### src/design/gmsp_pkg.sv
// ----------------------------------------------------------------------------
// Gaussian-modulated sine pulse: shared package
// Register map codes, fixed-point constants and pipeline sizing.
// ----------------------------------------------------------------------------
package gmsp_pkg;

    localparam int ADDR_W = 4;

    localparam logic [1:0] REG_AMPLITUDE   = 2'd0;
    localparam logic [1:0] REG_BANDWIDTH   = 2'd1;
    localparam logic [1:0] REG_CENTRE_FREQ = 2'd2;

    localparam logic [15:0] AMP_RESET = 16'h4000;
    localparam logic [31:0] BW_RESET  = 32'h0080_0000;
    localparam logic [31:0] FC_RESET  = 32'h0100_0000;

    localparam logic [31:0] PI_Q28  = 32'h3243_F6A9;
    localparam logic [30:0] ONE_Q30 = 31'h4000_0000;
    // exp(-1) in Q.30 exactly as the truncating series produces it.
    localparam logic [28:0] E1_Q30  = 29'd395007543;

    localparam logic [63:0] FOUR_OVER_PI_Q62 = 64'h517C_C1B7_2722_0A95;
    localparam int          DIV_BITS         = 57;
    localparam logic [DIV_BITS-1:0] DIV_NUM  = FOUR_OVER_PI_Q62[62:6];

    localparam int EXP_TERMS  = 14;
    localparam int TRIG_TERMS = 8;
    localparam int EXP_LIMIT  = 24;
    localparam int E_STEPS    = EXP_LIMIT - 1;

    typedef logic [30:0] t_q30;

endpackage

### src/design/gmsp_div.sv
// ----------------------------------------------------------------------------
// Gaussian-modulated sine pulse: delay divider
// Restoring divider, one quotient bit per cycle, giving (4/pi) / bandwidth.
// ----------------------------------------------------------------------------
module gmsp_div
    import gmsp_pkg::*;
(
    input  logic                i_clk,
    input  logic                i_rst_n,
    input  logic                i_start,
    input  logic [31:0]         i_divisor,
    output logic [DIV_BITS-1:0] o_quot,
    output logic                o_busy
);

    localparam int CNT_W = $clog2(DIV_BITS);

    logic                r_busy;
    logic [CNT_W-1:0]    r_cnt;
    logic [31:0]         r_rem;
    logic [DIV_BITS-1:0] r_q;

    logic [32:0] w_trial;
    logic [32:0] w_diff;
    logic        w_ge;

    assign w_trial = {r_rem, r_q[DIV_BITS-1]};
    assign w_diff  = w_trial - {1'b0, i_divisor};
    assign w_ge    = w_trial >= {1'b0, i_divisor};

    always_ff @(posedge i_clk) begin
        if (!i_rst_n || i_start) begin
            r_busy <= 1'b1;
            r_cnt  <= '0;
            r_rem  <= '0;
            r_q    <= DIV_NUM;
        end else if (r_busy) begin
            r_rem <= w_ge ? w_diff[31:0] : w_trial[31:0];
            r_q   <= {r_q[DIV_BITS-2:0], w_ge};
            r_cnt <= r_cnt + 1'b1;
            if (r_cnt == CNT_W'(DIV_BITS - 1)) begin
                r_busy <= 1'b0;
            end
        end
    end

    assign o_quot = r_q;
    assign o_busy = r_busy;

endmodule

### config.mk
export PLATFORM = sky130hd
export DESIGN_NAME = gmsp_div
export DESIGN_NICKNAME = d
export VERILOG_FILES = /design/src/design/gmsp_pkg.sv /design/src/design/gmsp_div.sv
export SDC_FILE = /design/constraint.sdc
export NUM_CORES = 1
export LEC_CHECK = 0
export ABC_AREA = 0
export ABC_CLOCK_PERIOD_IN_PS = 3000
export BUFFER_PORTS_ARGS = -buffer_cell sky130_fd_sc_hd__clkbuf_2
export CORE_ASPECT_RATIO = 0.6
export CORE_MARGIN = 4
export CORE_UTILIZATION = 57
export CTS_CLUSTER_DIAMETER = 30
export DETAILED_ROUTE_END_ITERATION = 12
export PLACE_DENSITY = 0.77
export SLEW_MARGIN = 10
export SYNTH_ARGS = -nofsm -noshare
export SYNTH_HDL_FRONTEND = slang
export SYNTH_SLANG_ARGS = --single-unit
### constraint.sdc
create_clock -name i_clk -period 3 [get_ports i_clk]
set_input_delay 0.15 -clock i_clk [delete_from_list [all_inputs] [get_ports i_clk]]
set_output_delay 0.15 -clock i_clk [all_outputs]
set_load 0.1 [all_outputs]
* Yosys cells after proc, flatten, opt, wreduce, memory -nomap -nowiden
Cells that the tools add are included.
** Cells by class
- Order comparisons :: 1
- Muxes and demuxes :: 3
- Reductions and logical operators :: 2
- Equality and inequality tests :: 1
- Add/sub/neg operators :: 2
** Operators by type and width (number)
- $ge A33 B32 Y1 :: 1
- $mux W32 :: 1
- $sub A32 B32 Y32 :: 1
- $add A6 B1 Y6 const B :: 1
- $eq A6 B6 Y1 const B :: 1
- $mux W1 :: 2
- $logic_not A1 Y1 :: 1
- $logic_or A1 B1 Y1 :: 1
** Storage, ports and cells
- Bits of input ports :: 35
- Word-level logic and storage cells :: 13
- Output and inout port bits :: 58
- Register bits after elaboration :: 96

* Longest topological paths before layout
Gate-level depths: netlist (run 1).
- Word-level depth :: 3
- Gate-level depth with buffers :: 13
- Mapped depth without buffers :: 11

* Least setup slack after synthesis (run 1)
Ideal clock, no wire load.
- Kind :: reg2reg
- Start point :: register r_q[56], in the netlist o_quot[56]
- End point :: register r_rem[30]
- Cell stages (with the launch flop) :: 12
- Path slack :: -0.226 ns
- Library setup time :: 0.132 ns
- Buffers on the path :: 0
- Arrival time :: 3.095 ns
- Period minus slack after synthesis :: 3.226 ns
- Data required time :: 2.868 ns
- Cells stage by stage :: dfxtp_1 inv_1 ha_1 fa_1 nand2b_1 a211oi_1 o21ai_0 nand2_1 o21ai_0 o41ai_1 xnor2_1 o22ai_1
** On the way
- Longest elaborated chain between the ends :: 2
- Elaborated cells on any way between the ends :: 3
- Those cells by class :: 1 x add/sub; 1 x order compare; 1 x mux
** Ends and longest elaborated chain
- from (decl) :: RTL line gmsp_div.sv:21 : logic [DIV_BITS-1:0] r_q;
- from (signal assigned) :: RTL line gmsp_div.sv:39 : r_q <= {r_q[DIV_BITS-2:0], w_ge};
- $sub A32 B32 Y32 or $ge A33 B32 Y1 (tied branches) :: RTL line gmsp_div.sv:28, gmsp_div.sv:29
- $mux W32 * :: RTL line gmsp_div.sv:38 : r_rem <= w_ge ? w_diff[31:0] : w_trial[31:0];
- to (signal assigned) :: RTL line gmsp_div.sv:38
- to (decl) :: RTL line gmsp_div.sv:20 : logic [31:0] r_rem;
Mark *: on every way between the ends. The rest lies on a longest branch, timed or not.
A chain may end at the register's enable or synchronous reset.

* Final worst setup path (run 1)
- Start point :: register r_rem[19]
- End point :: register r_rem[24]
** On the way
- Longest elaborated chain between the ends :: 2
- Elaborated cells on any way between the ends :: 3
- Those cells by class :: 1 x add/sub; 1 x order compare; 1 x mux
** Ends and longest elaborated chain (RTL line)
- $sub A32 B32 Y32 or $ge A33 B32 Y1 (tied branches) :: gmsp_div.sv:28, gmsp_div.sv:29
- $mux W32 * :: gmsp_div.sv:38
Marks and branches as above.

==> flow_summary.ini, run 1 <==
[floorplanning]
dieArea_mm2 = 0.0118
die_width_um = 138
pin_count = 93
dieHeight_um = 85.8
initial_utilization_pct = 58.5
fp.coreArea_mm2 = 0.00984
row_count = 28

[logic_synthesis]
ys_top_cells_by_area = dfxtp_1 (33%), mux2i_1 (12%), ha_1 (7.4%), a21oi_1 (5.6%), nor2_1 (4.5%)
synth_compound_area_share_pct = 19.8
avgSynthCellArea_um2 = 8.30
synthAdderAreaFrac_pct = 7.74
async_flop_share_pct = 0
ys_ff_latch = 96
muxShareOfSynthArea_pct = 12.3
syn-cell-area_mm2 = 0.00576
ys_types = 66
yosysTopAreaCell = dfxtp_1
synth-edff-count = 0
ys_warn_count = 0
synth_top_family_by_area = compound AO/OA/AOI/OAI gates
synthSimpleGateAreaFrac_pct = 16.6
syn_nets = 764
synth_cells = 694
synth-seq-area-share_pct = 33.4
synth_flop_cell = dfxtp_1
synth_xor_area_share_pct = 3.96
netlist.area_leader.share_pct = 33.4

[clocking]
h-tree-depth = 3
insertion_delay_ns = 0.35
clkTransAtPathRegs_ns = 0.07
hold_buffers = 0
clk_path_buf_depth = 2
clock_sinks = 96
cts-root-buf = clkbuf_16
cts_tree = built
cts_buffers = 9

[timing]
min_period_over_period_pct = 95.7
tightestPinTransition_ns = 0.890
finalHoldViolations = 0
final.setup_skew_ns = 0.00834
rsz0062_at_grt = no
setup_viol = 0
relSlewSlack_pct = 40.6
layout_min_cycle_time_ns = 2.87
clock.fmax_mhz = 348
drv_slew = 0
fin_setup_tns_ns = 0

[final_layout]
fin_nets = 844
areaGrowthSynthToFinish_pct = 15.6
final_common_cell = dfxtp_1
final_cell_mix = dfxtp_1 (94), clkbuf_2 (92), mux2i_1 (71)
fill_cells = 863
final_util_pct = 67.6
fin_cells = 914
drive_gt1_share_pct = 18.2
n_antenna_cell = 0

[setup_path]
path_class = reg2reg
start_kind = register
cp-end-kind = register
arrival_ns = 3.12
required_ns = 3.25
crit_fanout = 18

[route]
wire_per_inst_um = 16.8
vias = 5379
via_per_inst = 5.89
initialDrtViolationCount = 463
ant_nets = 0
drt-pass1-iter-count = 5
wirelength_mm = 15.3
post-route-drc-count = 0

[job]
cap_violations = 0

[status]
status = finished, final reports clean

[place]
hpwl_mm = 11.4
io_buffers = 92
dp.cells = 898
gp_congestion = 0.955

[pwr]
combPwrFrac_pct = 15.8
vdd_drop_max_mv = 0.287
total_power_mw = 2.96
p_switching_mw = 0.953
p_per_area_mw_per_mm2 = 444
clkPwrFrac_pct = 39.3
sequentialPowerShare_pct = 44.9
p_sw_share_pct = 32.2
leakagePower_nw = 3.34
intPower_mw = 2.01

[global_route]
grt_pass1_wl_mm = 24.7
grt_start_max_net_pins = 56
grt_antenna_before_repair = 0
grt_overflow = 0
grt_pass1_vias = 5012
grt.total_usage_pct = 25.9

[worst_hold_path]
min_path_type = in2reg
[sequential cells by signal, summed over array words and instances, names as in the netlist]
register	cells
o_quot	57
o_busy	1
r_rem	32
r_cnt	6
[critical path: stages, from the launching register on]
cell,delay (ns)
dfxtp_1,0.35
ha_1,0.41
nand2_1,0.18
o21ai_1,0.35
a21oi_1,0.09
or3_1,0.34
o211a_4,0.24
or2_1,0.33
a311o_1,0.30
o22ai_1,0.17
[routing by layer]
metal | up-vias | routed length, um | track usage (%)
li1 | 2623 | - | -
met1 | 2497 | 7310 | 38.0
met2 | 238 | 6520 | 38.9
met3 | 21 | 1360 | 5.92
met4 | 0 | 155 | 5.74
met5 | - | 0 | 0
[final timing paths]
check	startpoint	endpoint	slack (ns)	depth (start not counted)
setup / recovery	r_rem[19]$_SDFFE_PP0P_	r_rem[24]$_SDFFE_PP0P_	0.13	9
hold / removal	i_start	r_rem[19]$_SDFFE_PP0P_	0.29	4
setup reg to reg	r_rem[19]$_SDFFE_PP0P_	r_rem[24]$_SDFFE_PP0P_	0.13	9
hold reg to reg	r_cnt[5]$_SDFFE_PP0P_	r_cnt[5]$_SDFFE_PP0P_	0.50	2
[cell families (layout without fill, tap and decap cells)]
logic type | Yosys count | in the layout
buf+inv | 81 | 166
fa+ha+maj | 35 | 35
mux | 71 | 71
compound gates | 182 | 182
xor+xnor | 26 | 26
simple gates | 203 | 203
flops | 96 | 96
[repair_timing]
item	4_1_cts	5_1_grt
setup buffers	0	0
hold endpoints to repair	0	0
gates resized for setup	0	4
endpoints found under the setup margin	0	5
[final cells by class]
type / instances / area (um2) / share of cell area (%)
clock buffer: 9 / 225 / 3.38
clock inverter: 7 / 78.8 / 1.18
inverter: 41 / 154 / 2.31
multi-input combinational: 517 / 3500 / 52.6
sequential: 96 / 1930 / 28.9
tap: 135 / 169 / 2.54
timing repair buffer: 109 / 601 / 9.02
[metrics by stage]
step	instance area (um2)	hold WS, ns	setup slack [ns]
3_5_place_dp	6340	0.492	0.0985
2_1_floorplan	5760	0.458	0.114
6_report	6660	0.289	0.130
5_1_grt	6660	0.324	0.00369
4_1_cts	6640	0.281	0.0849
3_3_place_gp	6340	0.474	0.196
[synthesized netlist by cell type (4+ instances only)]
cell type and count:
nand3b_1 6, or3_1 8, a21oi_1 64, nand2_1 59, ha_1 34, dfxtp_1 96, nor4_1 5, buf_2 4
nor2_1 69, clkbuf_1 27, o22ai_1 4, nand2b_1 8, nand3_1 9, mux2i_1 71, a21o_1 8, o21ai_0 47
a31oi_1 8, inv_1 41, o21bai_1 5, o31ai_1 4, nor3_1 6, xor2_1 15, nor2b_1 7, xnor2_1 11
nand4_1 8, a211oi_1 9
[power groups by stage]
stage	clock [mW]	combinational, mW	sequential [mW]
after floorplan	0	0.164	1.55
after global placement	0	0.453	1.35
after detailed placement	0	0.461	1.36
after CTS	1.18	0.464	1.33
after global routing	1.23	0.499	1.33
final	1.16	0.468	1.33
(Power assumes the default switching activity.)
==> inputs of run 2 (changes only) <==
--- a/config.mk
+++ b/config.mk
@@ -5,15 +5,15 @@
 export SDC_FILE = /design/constraint.sdc
 export NUM_CORES = 1
 export LEC_CHECK = 0
-export ABC_AREA = 0
 export ABC_CLOCK_PERIOD_IN_PS = 3000
 export BUFFER_PORTS_ARGS = -buffer_cell sky130_fd_sc_hd__clkbuf_2
 export CORE_ASPECT_RATIO = 0.6
 export CORE_MARGIN = 4
-export CORE_UTILIZATION = 57
+export CORE_UTILIZATION = 59
+export CTS_BUF_LIST = sky130_fd_sc_hd__clkbuf_8
 export CTS_CLUSTER_DIAMETER = 30
 export DETAILED_ROUTE_END_ITERATION = 12
-export PLACE_DENSITY = 0.77
+export PLACE_DENSITY = 0.8
 export SLEW_MARGIN = 10
 export SYNTH_ARGS = -nofsm -noshare
 export SYNTH_HDL_FRONTEND = slang
==> run 2 against run 1 <==
Effect of this change: wire length down 3.7%; global-route usage is 0.38 points lower; worst hold slack got worse by 0.038 ns; cell area decreased by 1.3%; largest power group unchanged; power down 11%; cell count shrank 0.55%; sequential power barely moved; first-iteration DRC count rose by 2.6%; maximum frequency decreased by 0.13%.
==> flow_summary.ini, run 2 (synthesis gave the netlist of run 1 again) <==
[timing]
finalHoldViolations = 0
clock.fmax_mhz = 348
tightestPinTransition_ns = 0.840
min_period_over_period_pct = 95.8
final.setup_skew_ns = 0.0106
relSlewSlack_pct = 44.0
fin_setup_tns_ns = 0
hold_slack_ns = 0.251
setup_viol = 0
rsz0062_at_grt = no
worst_slack_ns = 0.126
layout_min_cycle_time_ns = 2.87
drv_slew = 0

[final_layout]
final_util_pct = 70.5
fin_nets = 844
areaGrowthSynthToFinish_pct = 14.1
n_antenna_cell = 0
drive_gt1_share_pct = 18.7
multiInputGateArea_mm2 = 0.00352
largest_register_ffs = 57
fin_area_mm2 = 0.00657
register_area_mm2 = 0.00193
fill_cells = 761
final_common_cell = dfxtp_1
final_cell_mix = dfxtp_1 (94), clkbuf_2 (92), mux2i_1 (71)
fin_cells = 909

[clocking]
clk_path_buf_depth = 2
insertion_delay_ns = 0.37
cts-root-buf = clkbuf_8
hold_buffers = 0
h-tree-depth = 3
cts_tree = built
clkTransAtPathRegs_ns = 0.11
clock_sinks = 96
cts_buffers = 9

[route]
drt-pass1-iter-count = 5
vias = 5338
initialDrtViolationCount = 475
via_per_inst = 5.87
ant_nets = 0
wire_per_inst_um = 16.3
post-route-drc-count = 0
wirelength_mm = 14.8

[setup_path]
required_ns = 3.23
crit_fanout = 5
start_kind = register
r2r_setup_slack_ns = 0.13
cp-end-kind = register
path_class = reg2reg
arrival_ns = 3.10

[global_route]
grt_overflow = 0
grt_pass1_wl_mm = 24.2
grt_pass1_vias = 5002
grt_antenna_before_repair = 0
grt_start_max_net_pins = 103
grt.total_usage_pct = 25.5

[place]
gp_congestion = 0.985
pre_cts_ws_ns = 0.0747
hpwl_mm = 11.0
dp.cells = 892
dpl-instance-area_mm2 = 0.00634
io_buffers = 92

[pwr]
combPwrFrac_pct = 17.7
leakagePower_nw = 3.30
total_power_mw = 2.64
p_per_area_mw_per_mm2 = 402
intPower_mw = 1.74
vdd_drop_max_mv = 0.271
clkPwrFrac_pct = 32.0
p_sw_share_pct = 34.0
p_switching_mw = 0.897
sequentialPowerShare_pct = 50.3

[worst_hold_path]
min_path_type = in2reg

[floorplanning]
row_count = 27
die_width_um = 136
dieHeight_um = 84.5
dieArea_mm2 = 0.0115
pin_count = 93
initial_utilization_pct = 61.7
fp.coreArea_mm2 = 0.00932

[status]
status = finished, final reports clean

[job]
cap_violations = 0
run 2: layout make-up:
cell class | instances | area share [%]
clock inverters | 7 | 1.07
repair buffers | 109 | 9.33
multi-input cells | 517 | 53.6
inverters | 41 | 2.34
well taps | 130 | 2.48
clock buffers | 9 | 1.89
flip-flops and latches | 96 | 29.3
run 2: worst max-delay path, cell delays in order, from the launching register on:
cell	delay, ns
dfxtp_1	0.35
ha_1	0.35
a21oi_1	0.24
nor2_1	0.07
a2111oi_0	0.36
buf_4	0.19
nand2_1	0.08
a31o_2	0.28
a2111oi_1	0.54
or3_1	0.19
a31oi_1	0.08
run 2: power groups by stage:
stage	logic [mW]	clock network (mW)	registers [mW]
2_1_floorplan	0.164	0	1.55
3_3_place_gp	0.451	0	1.35
3_5_place_dp	0.458	0	1.36
4_1_cts	0.461	0.863	1.33
5_1_grt	0.496	0.927	1.33
6_report	0.467	0.845	1.33
run 2: path summary, 6_finish.rpt:
path                                             from  cells past startpoint                endpoint
worst max-delay path            r_rem[8]$_SDFFE_PP0P_                     10  r_rem[18]$_SDFFE_PP0P_
worst min-delay path                          i_start                      4  r_rem[19]$_SDFFE_PP0P_
worst max register to register  r_rem[8]$_SDFFE_PP0P_                     10  r_rem[18]$_SDFFE_PP0P_
worst min register to register  r_cnt[5]$_SDFFE_PP0P_                      2   r_cnt[5]$_SDFFE_PP0P_
run 2: repair_timing:
action | 4_1_cts | 5_1_grt
setup endpoints to repair | 0 | 7
resized for setup | 0 | 10
setup buffers | 0 | 1
run 2: layer usage:
layer	global-route usage [%]	share of wire, %
met1	36.7	49
met2	37.9	42
met3	7.78	8.1
met4	5.49	0.87
met5	0	0
